## src/hw/rtl/afr_pkg.sv

```systemverilog
// Package for the ASH frame receiver: line byte codes, status and frame type codes,
// the result record and the bytewise CRC and LFSR step functions.
// Depends on nothing; the frame core, the top level and the bench refer to it.
package afr_pkg;

   localparam int unsigned MAX_PAYLOAD_DEFAULT   = 132;
   localparam int unsigned COUNTER_WIDTH_DEFAULT = 16;

   localparam logic [7:0] BYTE_CANCEL     = 8'h1A;
   localparam logic [7:0] BYTE_SUBSTITUTE = 8'h18;
   localparam logic [7:0] BYTE_XON        = 8'h11;
   localparam logic [7:0] BYTE_XOFF       = 8'h13;
   localparam logic [7:0] BYTE_FLAG       = 8'h7E;
   localparam logic [7:0] BYTE_ESCAPE     = 8'h7D;
   localparam logic [7:0] ESCAPE_FLIP     = 8'h20;

   localparam logic [15:0] CRC_POLY      = 16'h1021;
   localparam logic [15:0] CRC_SEED_INIT = 16'hFFFF;
   localparam logic [7:0]  LFSR_SEED     = 8'h42;
   localparam logic [7:0]  LFSR_TAPS     = 8'hB8;

   localparam logic [2:0] CTL_CLASS_ACK = 3'b100;
   localparam logic [2:0] CTL_CLASS_NAK = 3'b101;
   localparam logic [7:0] CTL_RST       = 8'hC0;
   localparam logic [7:0] CTL_RSTACK    = 8'hC1;
   localparam logic [7:0] CTL_ERROR     = 8'hC2;

   localparam logic [2:0] STATUS_GOOD        = 3'd0;
   localparam logic [2:0] STATUS_ESCAPE_END  = 3'd1;
   localparam logic [2:0] STATUS_TOO_SHORT   = 3'd2;
   localparam logic [2:0] STATUS_TOO_LONG    = 3'd3;
   localparam logic [2:0] STATUS_CRC_ERROR   = 3'd4;
   localparam logic [2:0] STATUS_BAD_CONTROL = 3'd5;

   localparam logic [2:0] TYPE_DATA   = 3'd0;
   localparam logic [2:0] TYPE_ACK    = 3'd1;
   localparam logic [2:0] TYPE_NAK    = 3'd2;
   localparam logic [2:0] TYPE_RST    = 3'd3;
   localparam logic [2:0] TYPE_RSTACK = 3'd4;
   localparam logic [2:0] TYPE_ERROR  = 3'd5;

   localparam logic KIND_PAYLOAD = 1'b0;
   localparam logic KIND_REPORT  = 1'b1;

   typedef struct packed {
      logic        kind;
      logic [7:0]  payload_byte;
      logic [2:0]  status;
      logic [2:0]  frame_type;
      logic [2:0]  frame_number;
      logic [2:0]  ack_number;
      logic        retransmitted;
      logic        not_ready;
      logic [7:0]  reset_code;
      logic [7:0]  payload_length;
      logic [15:0] discarded_count;
      logic [15:0] cancelled_count;
   } result_type;

   typedef struct packed {
      logic       valid;
      result_type result;
   } core_out_type;

   function automatic logic [15:0] crc_byte(input logic [15:0] crc, input logic [7:0] b);
      logic [15:0] c;
      c = crc ^ {b, 8'h00};
      for (int i = 0; i < 8; i++) begin
         c = c[15] ? ({c[14:0], 1'b0} ^ CRC_POLY) : {c[14:0], 1'b0};
      end
      return c;
   endfunction

   function automatic logic [7:0] lfsr_next(input logic [7:0] l);
      return l[0] ? ({1'b0, l[7:1]} ^ LFSR_TAPS) : {1'b0, l[7:1]};
   endfunction

endpackage

```

## src/hw/rtl/afr_channels.sv

```systemverilog
// Handshake channels of the ASH frame receiver: raw byte input, result output and
// the CRC seed write port. Each carries valid, ready and its payload.
// Depends on nothing.
interface afr_req_if;
   logic       valid;
   logic       ready;
   logic [7:0] data_byte;
   modport source (output valid, output data_byte, input ready);
   modport sink (input valid, input data_byte, output ready);
endinterface

interface afr_rsp_if;
   logic        valid;
   logic        ready;
   logic        kind;
   logic [7:0]  payload_byte;
   logic [2:0]  status;
   logic [2:0]  frame_type;
   logic [2:0]  frame_number;
   logic [2:0]  ack_number;
   logic        retransmitted;
   logic        not_ready;
   logic [7:0]  reset_code;
   logic [7:0]  payload_length;
   logic [15:0] discarded_count;
   logic [15:0] cancelled_count;
   modport source (output valid, output kind, output payload_byte, output status,
                   output frame_type, output frame_number, output ack_number,
                   output retransmitted, output not_ready, output reset_code,
                   output payload_length, output discarded_count,
                   output cancelled_count, input ready);
   modport sink (input valid, input kind, input payload_byte, input status,
                 input frame_type, input frame_number, input ack_number,
                 input retransmitted, input not_ready, input reset_code,
                 input payload_length, input discarded_count,
                 input cancelled_count, output ready);
endinterface

interface afr_csr_if;
   logic        valid;
   logic        ready;
   logic [15:0] crc_seed;
   modport source (output valid, output crc_seed, input ready);
   modport sink (input valid, input crc_seed, output ready);
endinterface

```

## src/hw/rtl/afr_frame_core.sv

```systemverilog
// Frame state of the ASH frame receiver: unescaping, CRC, two-byte hold, LFSR
// derandomising and the end-of-frame report, one line byte per step.
// Depends on afr_pkg.
module afr_frame_core #(
   parameter int unsigned MAX_PAYLOAD   = afr_pkg::MAX_PAYLOAD_DEFAULT,
   parameter int unsigned COUNTER_WIDTH = afr_pkg::COUNTER_WIDTH_DEFAULT
) (
   input  logic                 clock,
   input  logic                 reset,
   input  logic                 step,
   input  logic [7:0]           data_byte,
   input  logic [15:0]          crc_seed,
   output afr_pkg::core_out_type core_out
);

   localparam int unsigned MAX_BODY    = MAX_PAYLOAD + 3;
   localparam int unsigned STUFF_LIMIT = 2 * MAX_BODY;
   localparam int unsigned CW          = $clog2(STUFF_LIMIT + 1);

   logic [CW-1:0]            stuffed_ff, stuffed_in;
   logic [CW-1:0]            body_ff, body_in;
   logic                     escape_ff, escape_in;
   logic [15:0]              crc_ff, crc_in;
   logic [7:0]               control_ff, control_in;
   logic [7:0]               hold0_ff, hold0_in;
   logic [7:0]               hold1_ff, hold1_in;
   logic [7:0]               lfsr_ff, lfsr_in;
   logic [7:0]               code_ff, code_in;
   logic [COUNTER_WIDTH-1:0] discard_ff, discard_in;
   logic [COUNTER_WIDTH-1:0] cancel_ff, cancel_in;

   logic                     is_cancel, is_flow, is_flag;
   logic                     body_en, clear_frame;
   logic [7:0]               body_val;
   logic [2:0]               status;
   afr_pkg::result_type      res;
   logic                     res_valid;

   assign is_cancel = (data_byte == afr_pkg::BYTE_CANCEL) ||
                      (data_byte == afr_pkg::BYTE_SUBSTITUTE);
   assign is_flow   = (data_byte == afr_pkg::BYTE_XON) || (data_byte == afr_pkg::BYTE_XOFF);
   assign is_flag   = (data_byte == afr_pkg::BYTE_FLAG);

   always_comb begin
      stuffed_in  = stuffed_ff;
      body_in     = body_ff;
      escape_in   = escape_ff;
      crc_in      = crc_ff;
      control_in  = control_ff;
      hold0_in    = hold0_ff;
      hold1_in    = hold1_ff;
      lfsr_in     = lfsr_ff;
      code_in     = code_ff;
      discard_in  = discard_ff;
      cancel_in   = cancel_ff;
      body_en     = 1'b0;
      body_val    = data_byte;
      clear_frame = 1'b0;
      status      = afr_pkg::STATUS_GOOD;
      res         = '0;
      res_valid   = 1'b0;

      if (step) begin
         if (is_cancel) begin
            if (stuffed_ff != '0) begin
               cancel_in = cancel_ff + 1'b1;
            end
            clear_frame = 1'b1;
         end else if (is_flow) begin
            clear_frame = 1'b0;
         end else if (!is_flag) begin
            if (stuffed_ff < CW'(STUFF_LIMIT)) begin
               stuffed_in = stuffed_ff + 1'b1;
               if (escape_ff) begin
                  escape_in = 1'b0;
                  body_en   = 1'b1;
                  body_val  = data_byte ^ afr_pkg::ESCAPE_FLIP;
               end else if (data_byte == afr_pkg::BYTE_ESCAPE) begin
                  escape_in = 1'b1;
               end else begin
                  body_en = 1'b1;
               end
            end
         end else if (stuffed_ff != '0) begin
            res_valid = 1'b1;
            res.kind  = afr_pkg::KIND_REPORT;
            if (escape_ff) begin
               status = afr_pkg::STATUS_ESCAPE_END;
            end else if (body_ff < CW'(3)) begin
               status = afr_pkg::STATUS_TOO_SHORT;
            end else if (body_ff > CW'(MAX_BODY)) begin
               status = afr_pkg::STATUS_TOO_LONG;
            end else if (crc_ff != {hold0_ff, hold1_ff}) begin
               status = afr_pkg::STATUS_CRC_ERROR;
            end else if (!control_ff[7]) begin
               res.frame_type     = afr_pkg::TYPE_DATA;
               res.frame_number   = control_ff[6:4];
               res.ack_number     = control_ff[2:0];
               res.retransmitted  = control_ff[3];
               res.payload_length = 8'(body_ff - CW'(3));
            end else if (control_ff[7:5] == afr_pkg::CTL_CLASS_ACK ||
                         control_ff[7:5] == afr_pkg::CTL_CLASS_NAK) begin
               res.frame_type = (control_ff[7:5] == afr_pkg::CTL_CLASS_ACK) ?
                                afr_pkg::TYPE_ACK : afr_pkg::TYPE_NAK;
               res.ack_number = control_ff[2:0];
               res.not_ready  = control_ff[3];
            end else if (control_ff == afr_pkg::CTL_RST) begin
               res.frame_type = afr_pkg::TYPE_RST;
            end else if (control_ff == afr_pkg::CTL_RSTACK ||
                         control_ff == afr_pkg::CTL_ERROR) begin
               res.frame_type = (control_ff == afr_pkg::CTL_RSTACK) ?
                                afr_pkg::TYPE_RSTACK : afr_pkg::TYPE_ERROR;
               if (body_ff >= CW'(5)) begin
                  res.reset_code = code_ff;
               end
            end else begin
               status = afr_pkg::STATUS_BAD_CONTROL;
            end
            if (status != afr_pkg::STATUS_GOOD) begin
               res.frame_type     = '0;
               res.frame_number   = '0;
               res.ack_number     = '0;
               res.retransmitted  = 1'b0;
               res.not_ready      = 1'b0;
               res.reset_code     = '0;
               res.payload_length = '0;
               discard_in         = discard_ff + 1'b1;
            end
            res.status          = status;
            res.discarded_count = 16'(discard_in);
            res.cancelled_count = 16'(cancel_ff);
            clear_frame         = 1'b1;
         end
      end

      if (body_en) begin
         if (body_ff >= CW'(2)) begin
            crc_in = afr_pkg::crc_byte(crc_ff, hold0_ff);
            if (body_ff == CW'(2)) begin
               control_in = hold0_ff;
            end else begin
               if (body_ff == CW'(4)) begin
                  code_in = hold0_ff;
               end
               if (!control_ff[7] && body_ff <= CW'(MAX_PAYLOAD + 2)) begin
                  res_valid        = 1'b1;
                  res.kind         = afr_pkg::KIND_PAYLOAD;
                  res.payload_byte = hold0_ff ^ lfsr_ff;
                  lfsr_in          = afr_pkg::lfsr_next(lfsr_ff);
               end
            end
            hold0_in = hold1_ff;
            hold1_in = body_val;
         end else if (body_ff[0]) begin
            hold1_in = body_val;
         end else begin
            hold0_in = body_val;
         end
         body_in = body_ff + 1'b1;
      end

      if (clear_frame) begin
         stuffed_in = '0;
         body_in    = '0;
         escape_in  = 1'b0;
         crc_in     = crc_seed;
         control_in = '0;
         hold0_in   = '0;
         hold1_in   = '0;
         lfsr_in    = afr_pkg::LFSR_SEED;
         code_in    = '0;
      end
   end

   always_ff @(posedge clock) begin
      if (reset) begin
         stuffed_ff <= '0;
         body_ff    <= '0;
         escape_ff  <= 1'b0;
         crc_ff     <= afr_pkg::CRC_SEED_INIT;
         control_ff <= '0;
         hold0_ff   <= '0;
         hold1_ff   <= '0;
         lfsr_ff    <= afr_pkg::LFSR_SEED;
         code_ff    <= '0;
         discard_ff <= '0;
         cancel_ff  <= '0;
      end else begin
         stuffed_ff <= stuffed_in;
         body_ff    <= body_in;
         escape_ff  <= escape_in;
         crc_ff     <= crc_in;
         control_ff <= control_in;
         hold0_ff   <= hold0_in;
         hold1_ff   <= hold1_in;
         lfsr_ff    <= lfsr_in;
         code_ff    <= code_in;
         discard_ff <= discard_in;
         cancel_ff  <= cancel_in;
      end
   end

   assign core_out.valid  = res_valid;
   assign core_out.result = res;

endmodule

```

## src/hw/rtl/ash_frame_receiver.sv

```systemverilog
// ASH frame receiver: the top level with the input register, the result register
// and the CRC seed register. Depends on afr_pkg, the afr channel interfaces
// and afr_frame_core.
//
// Raw line bytes enter on the req channel, one item per handshake. Each byte
// gives no result or one result on the rsp channel: a tentative payload byte
// (kind 0) as it leaves the two-byte CRC hold of a data frame, or one
// end-of-frame report (kind 1) at a flag that closes a non-empty frame.
// Payload bytes of a frame whose report shows a bad status are to be dropped
// by the consumer.
// A byte is registered on acceptance and processed when the result register is
// free or being read; its result is registered and presented on the rsp channel.
// One byte per cycle is sustained while the rsp side takes results; the whole
// frame step is one pass of logic between the input register and the result
// register. The csr channel writes the CRC seed, loaded when a frame is closed by
// a flag or cancelled; it is always ready. Reset clears the frame state, both
// counters and sets the seed to all ones. While a result waits for the rsp side,
// the next byte still fills the input register; only then does req ready drop.
module ash_frame_receiver #(
   parameter int unsigned MAX_PAYLOAD   = afr_pkg::MAX_PAYLOAD_DEFAULT,
   parameter int unsigned COUNTER_WIDTH = afr_pkg::COUNTER_WIDTH_DEFAULT
) (
   input  logic clock,
   input  logic reset,
   afr_req_if.sink   req_chan,
   afr_rsp_if.source rsp_chan,
   afr_csr_if.sink   csr_chan
);

   logic                  req_valid_ff, req_valid_in;
   logic [7:0]            req_byte_ff;
   logic                  rsp_valid_ff, rsp_valid_in;
   afr_pkg::result_type   rsp_data_ff;
   logic [15:0]           seed_ff;
   logic                  advance;
   logic                  req_take;
   afr_pkg::core_out_type core_out;

   assign advance  = req_valid_ff && (!rsp_valid_ff || rsp_chan.ready);
   assign req_chan.ready = !req_valid_ff || advance;
   assign req_take = req_chan.valid && req_chan.ready;

   assign req_valid_in = req_take ? 1'b1 : (advance ? 1'b0 : req_valid_ff);
   assign rsp_valid_in = advance ? core_out.valid :
                         (rsp_chan.ready ? 1'b0 : rsp_valid_ff);

   afr_frame_core #(
      .MAX_PAYLOAD   (MAX_PAYLOAD),
      .COUNTER_WIDTH (COUNTER_WIDTH)
   ) u_core (
      .clock     (clock),
      .reset     (reset),
      .step      (advance),
      .data_byte (req_byte_ff),
      .crc_seed  (seed_ff),
      .core_out  (core_out)
   );

   always_ff @(posedge clock) begin
      if (reset) begin
         req_valid_ff <= 1'b0;
         rsp_valid_ff <= 1'b0;
         seed_ff      <= afr_pkg::CRC_SEED_INIT;
      end else begin
         req_valid_ff <= req_valid_in;
         rsp_valid_ff <= rsp_valid_in;
         if (csr_chan.valid) begin
            seed_ff <= csr_chan.crc_seed;
         end
      end
   end

   always_ff @(posedge clock) begin
      if (req_take) begin
         req_byte_ff <= req_chan.data_byte;
      end
      if (advance && core_out.valid) begin
         rsp_data_ff <= core_out.result;
      end
   end

   assign csr_chan.ready = 1'b1;

   assign rsp_chan.valid           = rsp_valid_ff;
   assign rsp_chan.kind            = rsp_data_ff.kind;
   assign rsp_chan.payload_byte    = rsp_data_ff.payload_byte;
   assign rsp_chan.status          = rsp_data_ff.status;
   assign rsp_chan.frame_type      = rsp_data_ff.frame_type;
   assign rsp_chan.frame_number    = rsp_data_ff.frame_number;
   assign rsp_chan.ack_number      = rsp_data_ff.ack_number;
   assign rsp_chan.retransmitted   = rsp_data_ff.retransmitted;
   assign rsp_chan.not_ready       = rsp_data_ff.not_ready;
   assign rsp_chan.reset_code      = rsp_data_ff.reset_code;
   assign rsp_chan.payload_length  = rsp_data_ff.payload_length;
   assign rsp_chan.discarded_count = rsp_data_ff.discarded_count;
   assign rsp_chan.cancelled_count = rsp_data_ff.cancelled_count;

endmodule

```

## src/flat_wrapper.sv

```systemverilog
// flat-port wrapper written by rule: the top's interface ports become plain ports
module ash_frame_receiver_flat 
#(
   parameter int unsigned MAX_PAYLOAD   = afr_pkg::MAX_PAYLOAD_DEFAULT,
   parameter int unsigned COUNTER_WIDTH = afr_pkg::COUNTER_WIDTH_DEFAULT
)
  (clock, reset, req_chan_valid, req_chan_data_byte, req_chan_ready, rsp_chan_valid, rsp_chan_kind, rsp_chan_payload_byte, rsp_chan_status, rsp_chan_frame_type, rsp_chan_frame_number, rsp_chan_ack_number, rsp_chan_retransmitted, rsp_chan_not_ready, rsp_chan_reset_code, rsp_chan_payload_length, rsp_chan_discarded_count, rsp_chan_cancelled_count, rsp_chan_ready, csr_chan_valid, csr_chan_crc_seed, csr_chan_ready);
  afr_req_if req_chan_i ();
  afr_rsp_if rsp_chan_i ();
  afr_csr_if csr_chan_i ();
  input  logic clock;
  input  logic reset;
  input wire logic [$bits(req_chan_i.valid)-1:0] req_chan_valid;
  input wire logic [$bits(req_chan_i.data_byte)-1:0] req_chan_data_byte;
  output wire logic [$bits(req_chan_i.ready)-1:0] req_chan_ready;
  output wire logic [$bits(rsp_chan_i.valid)-1:0] rsp_chan_valid;
  output wire logic [$bits(rsp_chan_i.kind)-1:0] rsp_chan_kind;
  output wire logic [$bits(rsp_chan_i.payload_byte)-1:0] rsp_chan_payload_byte;
  output wire logic [$bits(rsp_chan_i.status)-1:0] rsp_chan_status;
  output wire logic [$bits(rsp_chan_i.frame_type)-1:0] rsp_chan_frame_type;
  output wire logic [$bits(rsp_chan_i.frame_number)-1:0] rsp_chan_frame_number;
  output wire logic [$bits(rsp_chan_i.ack_number)-1:0] rsp_chan_ack_number;
  output wire logic [$bits(rsp_chan_i.retransmitted)-1:0] rsp_chan_retransmitted;
  output wire logic [$bits(rsp_chan_i.not_ready)-1:0] rsp_chan_not_ready;
  output wire logic [$bits(rsp_chan_i.reset_code)-1:0] rsp_chan_reset_code;
  output wire logic [$bits(rsp_chan_i.payload_length)-1:0] rsp_chan_payload_length;
  output wire logic [$bits(rsp_chan_i.discarded_count)-1:0] rsp_chan_discarded_count;
  output wire logic [$bits(rsp_chan_i.cancelled_count)-1:0] rsp_chan_cancelled_count;
  input wire logic [$bits(rsp_chan_i.ready)-1:0] rsp_chan_ready;
  input wire logic [$bits(csr_chan_i.valid)-1:0] csr_chan_valid;
  input wire logic [$bits(csr_chan_i.crc_seed)-1:0] csr_chan_crc_seed;
  output wire logic [$bits(csr_chan_i.ready)-1:0] csr_chan_ready;
  assign req_chan_i.valid = req_chan_valid;
  assign req_chan_i.data_byte = req_chan_data_byte;
  assign req_chan_ready = req_chan_i.ready;
  assign rsp_chan_valid = rsp_chan_i.valid;
  assign rsp_chan_kind = rsp_chan_i.kind;
  assign rsp_chan_payload_byte = rsp_chan_i.payload_byte;
  assign rsp_chan_status = rsp_chan_i.status;
  assign rsp_chan_frame_type = rsp_chan_i.frame_type;
  assign rsp_chan_frame_number = rsp_chan_i.frame_number;
  assign rsp_chan_ack_number = rsp_chan_i.ack_number;
  assign rsp_chan_retransmitted = rsp_chan_i.retransmitted;
  assign rsp_chan_not_ready = rsp_chan_i.not_ready;
  assign rsp_chan_reset_code = rsp_chan_i.reset_code;
  assign rsp_chan_payload_length = rsp_chan_i.payload_length;
  assign rsp_chan_discarded_count = rsp_chan_i.discarded_count;
  assign rsp_chan_cancelled_count = rsp_chan_i.cancelled_count;
  assign rsp_chan_i.ready = rsp_chan_ready;
  assign csr_chan_i.valid = csr_chan_valid;
  assign csr_chan_i.crc_seed = csr_chan_crc_seed;
  assign csr_chan_ready = csr_chan_i.ready;
  ash_frame_receiver #(.MAX_PAYLOAD(MAX_PAYLOAD), .COUNTER_WIDTH(COUNTER_WIDTH)) u_core (.clock(clock), .reset(reset), .req_chan(req_chan_i), .rsp_chan(rsp_chan_i), .csr_chan(csr_chan_i));
endmodule
```

## config.mk

```make
export PLATFORM = sky130hd
export DESIGN_NAME = ash_frame_receiver_flat
export DESIGN_NICKNAME = d
export VERILOG_FILES = /design/src/hw/rtl/afr_pkg.sv /design/src/hw/rtl/afr_channels.sv /design/src/hw/rtl/afr_frame_core.sv /design/src/hw/rtl/ash_frame_receiver.sv /design/src/flat_wrapper.sv
export SDC_FILE = /design/constraint.sdc
export NUM_CORES = 1
export LEC_CHECK = 0
export BUFFER_PORTS_ARGS = -buffer_cell sky130_fd_sc_hd__buf_2
export CAP_MARGIN = 20
export CORE_MARGIN = 2
export CORE_UTILIZATION = 51
export DETAILED_ROUTE_END_ITERATION = 16
export GPL_TIMING_DRIVEN = 0
export PLACE_DENSITY = 0.74
export SETUP_SLACK_MARGIN = 0.05
export SLEW_MARGIN = 20
export SYNTH_ARGS = -nofsm -noshare
export SYNTH_HDL_FRONTEND = slang
export SYNTH_SLANG_ARGS = --single-unit
```

## constraint.sdc

```tcl
create_clock -name clock -period 4.1 [get_ports clock]
set_input_delay 0 -clock clock [delete_from_list [all_inputs] [get_ports clock]]
set_output_delay 0 -clock clock [all_outputs]
set_load 0.05 [all_outputs]
```

==> results of run 1 <==
-- worst min-delay path by stage --
stage,startpoint,endpoint,slack (ns),cells after the start
after floorplan,req_chan_data_byte[0],u_core.req_byte_ff[0]$_DFFE_PP_,0.1,0
after global placement,req_chan_data_byte[7],u_core.req_byte_ff[7]$_DFFE_PP_,0.20,1
after detailed placement,req_chan_data_byte[3],u_core.req_byte_ff[3]$_DFFE_PP_,0.20,1
after CTS,reset,u_core.u_core.cancel_ff[14]$_SDFFE_PP0P_,0.05,3
after global routing,reset,u_core.u_core.cancel_ff[15]$_SDFFE_PP0P_,0.09,3
final,reset,u_core.u_core.cancel_ff[15]$_SDFFE_PP0P_,0.06,3
-- synthesized netlist by cell type (all sizes together), types with 20 or more instances --
master / count / area (µm²)
edfxtp: 79 / 2372
dfxtp: 125 / 2502
nor2: 109 / 411.7
nor2b: 22 / 137.6
clkbuf: 26 / 97.59
xnor2: 51 / 446.7
o21ai: 32 / 160.1
mux2i: 37 / 370.4
a21oi: 64 / 320.3
xor2: 29 / 254.0
a211o: 20 / 175.2
nand2: 61 / 229.0
nor3: 22 / 126.4
buf: 27 / 167.6
and3: 32 / 205.2
nand3: 22 / 115.1
-- final cells by class --
cell class / instances / area (µm²)
Fill cell: 1508 / 6838
Inverter: 17 / 63.81
Sequential cell: 204 / 4875
Buffer: 53 / 265.3
Clock buffer: 26 / 596.8
Tap cell: 229 / 286.5
Timing Repair Buffer: 131 / 828.3
Multi-Input combinational cell: 636 / 4063
Clock inverter: 13 / 86.33
-- registers in the layout, indices dropped and copies added (netlist names), 9 cells and up --
name                             count
u_core.rsp_chan.cancelled_count     16
u_core.rsp_chan.discarded_count     16
u_core.seed_ff                      16
u_core.u_core.body_ff                9
u_core.u_core.cancel_ff             16
u_core.u_core.crc_ff                16
u_core.u_core.discard_ff            16
u_core.u_core.stuffed_ff             9
-- metal layers --
metal	wire length (µm)	vias up
li1	-	3554
met1	9133	3319
met3	959	34
met2	9511	195
met5	0	-
met4	489	0
-- critical path: stages, from the launching register on --
cell,delay (ns)
dfxtp_1,0.34
inv_1,0.09
ha_1,0.15
nor4b_1,0.53
a211oi_2,0.26
nand2_1,0.23
clkbuf_1,0.36
buf_2,0.32
buf_1,0.49
nand2_4,0.33
buf_16,0.30
-- cell usage in the layout, fill, tap and decap left out, types with 4 or more instances in the layout --
cell type | Yosys | final
or3_1 | 16 | 16
and4_1 | 4 | 4
nand4_1 | 14 | 14
clkbuf_1 | 26 | 28
buf_2 | 17 | 117
clkinv_2 | 0 | 5
o21ai_0 | 29 | 29
and2_1 | 5 | 5
a211oi_1 | 10 | 10
nand2b_1 | 5 | 5
a211o_1 | 20 | 20
ha_1 | 8 | 8
clkbuf_16 | 0 | 23
dlygate4sd3_1 | 0 | 30
o31ai_1 | 13 | 13
and3_1 | 31 | 31
o211ai_1 | 4 | 4
inv_1 | 17 | 17
nor2_1 | 108 | 108
nor3_1 | 20 | 20
xnor2_1 | 51 | 51
edfxtp_1 | 79 | 79
dfxtp_1 | 125 | 125
a21oi_1 | 64 | 64
nand3_1 | 21 | 21
xor2_1 | 29 | 29
clkinv_1 | 0 | 6
nor2b_1 | 22 | 22
or4_1 | 11 | 11
nand2_1 | 61 | 60
mux2i_1 | 37 | 37
-- cells by family after synthesis --
kind of cell / after synthesis
buf+inv: 70
other cells: 1
compound gates: 159
fa+ha+maj: 8
flops: 204
xor+xnor: 80
simple gates: 349
mux: 39
-- power groups by stage --
stage | clock, µW | sequential [µW] | combinational (µW)
final | 1860 | 2180 | 271
after global routing | 1980 | 2180 | 300
after CTS | 1890 | 2170 | 271
after detailed placement | 0 | 2220 | 246
after global placement | 0 | 2220 | 243
after floorplan | 0 | 2210 | 176
-- stage by stage --
step | cell area [µm²] | worst slack, ns | instances | total power [µW]
floorplan | 9259 | 0.1395 | 910 | 2387
global placement | 10050 | -1.300 | 1239 | 2461
global route | 11060 | 0.1001 | 1309 | 4460
finish | 11060 | 0.3645 | 1309 | 4308
detailed placement | 10080 | 0.4930 | 1240 | 2465
CTS | 11060 | 0.4434 | 1309 | 4337
==> results.toml, run 1 <==
[outcome]
outcome = "completed"

[die]
design.die.area_um2 = 19250
rows = 49
die_h_um = 138.7
start_util_pct = 51.72
fp.dieW_um = 138.7
pin_count = 103
core_um2 = 17900

[detailed_routing]
postRouteAntennaNets = 0
dr.pass1.iters = 5
wire_per_inst_um = 15.35
drc_errors = 0
first_iter_violations = 460
vias_per_cell = 5.426
vias = 7102
wirelength_mm = 20.09

[global_routing]
grt_util_met2_pct = 34.52
busiest_layer = "met2"
first_global_vias = 6596
use_met1_pct = 26.94
antenna_found_initial = 0
grt_start_max_net_pins = 53
overflow = 0
global_route.usage.met3_pct = 3.004
grt_use_total_pct = 20.27
grt_first_pass_wirelength_mm = 32.52

[timing]
finClkSkew_ns = 0.01605
layout_min_cycle_time_ns = 3.736
maxSlewHeadroom_pct = 46.69
tns_ns = 0
drv_slew = 0
worst_pin_slew_ns = 0.7953
final_hold_viol_count = 0
min_period_over_period_pct = 91.11
max_freq_mhz = 267.7
setup_viol = 0
rsz0062_at_grt = "no"
whs_ns = 0.06381

[clocking]
clock_latency_ns = 0.50
cts_sinks = 204
post_cts_buffers = 0
htreeDepth = 1
cts.clk_slew.worst_paths_ns = 0.06
hold_buffers = 30
cts_root_buf = "clkbuf_16"
cts_resized = 0
cts_tree = "done"
cts_buffers = 22
cts_buffer_depth = 3

[synth]
synth_seq_area_share_pct = 52.65
yosys.area_share.simple_pct = 20.14
ys_ff_latch = 204
syn-instance-count = 910
synth_area_um2 = 9259
syn_area_per_cell_um2 = 10.17
muxShareOfSynthArea_pct = 4.284
synth_top_family_by_area = "simple AND/OR/NAND/NOR gates"
yosys.area_share.adder_pct = 1.081
syn_nets = 947
yosysWarnings = 0
synth_compound_area_share_pct = 10.69
synthXorXnorAreaFrac_pct = 7.568
synth.distinct_cells = 66
async_reset_ff_share_pct = 0
synth_edf_count = 79
synthFlopType = "dfxtp_1"

[pwr]
switchingPower_uw = 959.4
p_int_uw = 3349
p_sw_share_pct = 22.27
ir_drop_mv = 0.2731
p_seq_share_pct = 50.5
power_density_nw_per_um2 = 389.4
clkPwrFrac_pct = 43.2
combPwrFrac_pct = 6.3
p_leak_uw = 0.004254

[place]
finalWeightedCongestion = 0.8820
hpwl_mm = 13.98
portBuffers = 100

[finish]
fin_util_pct = 61.80
insertedDiodeCount = 0
area_growth_pct = 19.50
nNetsFinal = 1102
drive_above_1_share_pct = 16.39

[setup_path]
setup.worst_path.end = "u_core.rsp_chan.payload_length[5]$_SDFFCE_PP0P_"
end_kind = "flop"
ff2ff_path_depth = 10
rrSetupSlack_ns = 0.36
criticalPathCategory = "flop to flop"
critPathLaunchType = "flop"
r2r_start = "u_core.u_core.stuffed_ff[1]$_SDFFE_PP0P_"
startpoint = "u_core.u_core.stuffed_ff[1]$_SDFFE_PP0P_"
worst-path-max-fanout = 52
cp.arrival_ns = 3.95
cp.required_ns = 4.31
rr_endpoint = "u_core.rsp_chan.payload_length[5]$_SDFFCE_PP0P_"

[worst_hold_path]
hp-class = "input pin to flop"

[job]
drv_cap = 0
Note: power is estimated with default switching activity, not from simulation.
==> inputs of run 2 (changes only) <==
--- a/config.mk
+++ b/config.mk
@@ -8,10 +8,9 @@
 export BUFFER_PORTS_ARGS = -buffer_cell sky130_fd_sc_hd__buf_2
 export CAP_MARGIN = 20
 export CORE_MARGIN = 2
-export CORE_UTILIZATION = 51
+export CORE_UTILIZATION = 30
 export DETAILED_ROUTE_END_ITERATION = 16
 export GPL_TIMING_DRIVEN = 0
-export PLACE_DENSITY = 0.74
 export SETUP_SLACK_MARGIN = 0.05
 export SLEW_MARGIN = 20
 export SYNTH_ARGS = -nofsm -noshare
==> run 2 against run 1 <==
Effect of this change: global-route usage is 6.6 points lower; largest cell class unchanged; largest power group unchanged; sequential share of layout area is 0.92 points lower; critical path type unchanged; maximum frequency is 10% higher; core utilization is 25 points lower.
==> results.toml, run 2 (synthesis gave the netlist of run 1 again) <==
[global_routing]
grt_use_total_pct = 13.68
overflow = 0
global_route.usage.met3_pct = 2.310
busiest_layer = "met2"
grt_first_pass_wirelength_mm = 36.14
first_global_vias = 6683
grt_util_met2_pct = 22.34
antenna_found_initial = 0
grt_start_max_net_pins = 49
use_met1_pct = 18.87

[detailed_routing]
vias = 7033
vias_per_cell = 4.758
dr.pass1.iters = 5
drc_errors = 0
wire_per_inst_um = 15.25
wirelength_mm = 22.54
postRouteAntennaNets = 0
first_iter_violations = 438

[clocking]
cts_buffer_depth = 3
cts_root_buf = "clkbuf_16"
post_cts_buffers = 0
cts_tree = "done"
cts_sinks = 204
cts.clk_slew.worst_paths_ns = 0.06
htreeDepth = 1
clock_latency_ns = 0.51
cts_buffers = 23

[worst_hold_path]
hold_start = "reset"
hp-class = "input pin to flop"

[setup_path]
startpoint = "u_core.u_core.stuffed_ff[4]$_SDFFE_PP0P_"
criticalPathCategory = "flop to flop"
r2r_start = "u_core.u_core.stuffed_ff[4]$_SDFFE_PP0P_"
rrSetupSlack_ns = 0.71
ff2ff_path_depth = 7
cp.required_ns = 4.32
rr_endpoint = "u_core.rsp_chan.payload_byte[4]$_SDFFCE_PP0P_"
setup.worst_path.end = "u_core.rsp_chan.payload_byte[4]$_SDFFCE_PP0P_"
end_kind = "flop"
cp.arrival_ns = 3.61
worst-path-max-fanout = 48
critPathLaunchType = "flop"

[timing]
setup_viol = 0
tns_ns = 0
max_freq_mhz = 295.3
whs_ns = 0.03853
finClkSkew_ns = 0.01890
drv_slew = 0
fin_ws_ns = 0.7137
final_hold_viol_count = 0
layout_min_cycle_time_ns = 3.386
rsz0062_at_grt = "no"
worst_pin_slew_ns = 0.8963
maxSlewHeadroom_pct = 39.79
min_period_over_period_pct = 82.59

[place]
hpwl_mm = 15.89
finalWeightedCongestion = 0.8000
portBuffers = 100
dp_worst_setup_slack_ns = 0.2505
dpl_cell_area_um2 = 10290

[die]
design.die.area_um2 = 32280
rows = 64
pin_count = 103
start_util_pct = 30.35
fp.dieW_um = 179.7
core_um2 = 30510
die_h_um = 179.7

[outcome]
outcome = "completed"

[finish]
final_common_cell = "dfxtp_1"
fin_util_pct = 37.04
fill_cells = 3094
area_growth_pct = 22.04
insertedDiodeCount = 0
drive_above_1_share_pct = 16.64
final_cell_area_um2 = 11300
nNetsFinal = 1102
final_cell_mix = "dfxtp_1, buf_2, nor2_1"

[pwr]
ir_drop_mv = 0.2739
p_leak_uw = 0.004263
power_density_nw_per_um2 = 388.4

[job]
drv_cap = 0
## run 2: worst min-delay path by stage
| stage | endpoint | slack, ns | cells past startpoint |
|---|---|---|---|
| 2_1_floorplan | u_core.req_byte_ff[0]$_DFFE_PP_ | 0.1 | 0 |
| 3_3_place_gp | u_core.seed_ff[12]$_SDFFE_PP1P_ | 0.20 | 2 |
| 3_5_place_dp | u_core.req_byte_ff[0]$_DFFE_PP_ | 0.20 | 1 |
| 4_1_cts | u_core.u_core.cancel_ff[14]$_SDFFE_PP0P_ | 0.04 | 3 |
| 5_1_grt | u_core.u_core.cancel_ff[14]$_SDFFE_PP0P_ | 0.07 | 3 |
| 6_report | u_core.u_core.cancel_ff[14]$_SDFFE_PP0P_ | 0.04 | 3 |
## run 2: critical path, stage by stage (launching register included)
cell	delay (ns)
dfxtp_1	0.34
nor4_1	0.70
a211oi_2	0.30
nand2_1	0.25
clkbuf_1	0.39
buf_2	0.47
nand2_4	0.31
buf_16	0.29
## run 2: metal layers
layer  wire length, µm  up-vias
li1                  -     3558
met1             10780     3306
met2             10400      142
met3               936       27
met4               424        0
met5                 0        -
## run 2: metrics by stage
| stage | std cells | total power, µW |
|---|---|---|
| 6_report | 1478 | 4389 |
| 5_1_grt | 1478 | 4553 |
| 4_1_cts | 1479 | 4441 |
| 3_5_place_dp | 1407 | 2471 |
| 3_3_place_gp | 1406 | 2469 |
| 2_1_floorplan | 910 | 2387 |
## run 2: repair_timing
item / 4_1_cts / 5_1_grt
endpoints found under the hold margin: 26 / 0
hold buffers: 30 / 0
endpoints found under the setup margin: 0 / 48
gates resized for setup: 0 / 0
## run 2: final cells by class
type | count | area, µm² | area share (%)
timing repair buffer | 131 | 828.3 | 7.330
inverter | 17 | 63.81 | 0.5647
clock buffer | 34 | 670.6 | 5.935
sequential | 204 | 4875 | 43.14
multi-input combinational | 636 | 4063 | 35.95
tap | 396 | 495.5 | 4.385
clock inverter | 8 | 42.54 | 0.3765
buffer | 52 | 261.5 | 2.314
## run 2: where the power goes
part	switching, µW	internal, µW	total (µW)
logic	155	119	275
clock network	806	1130	1940
registers	46.2	2130	2180
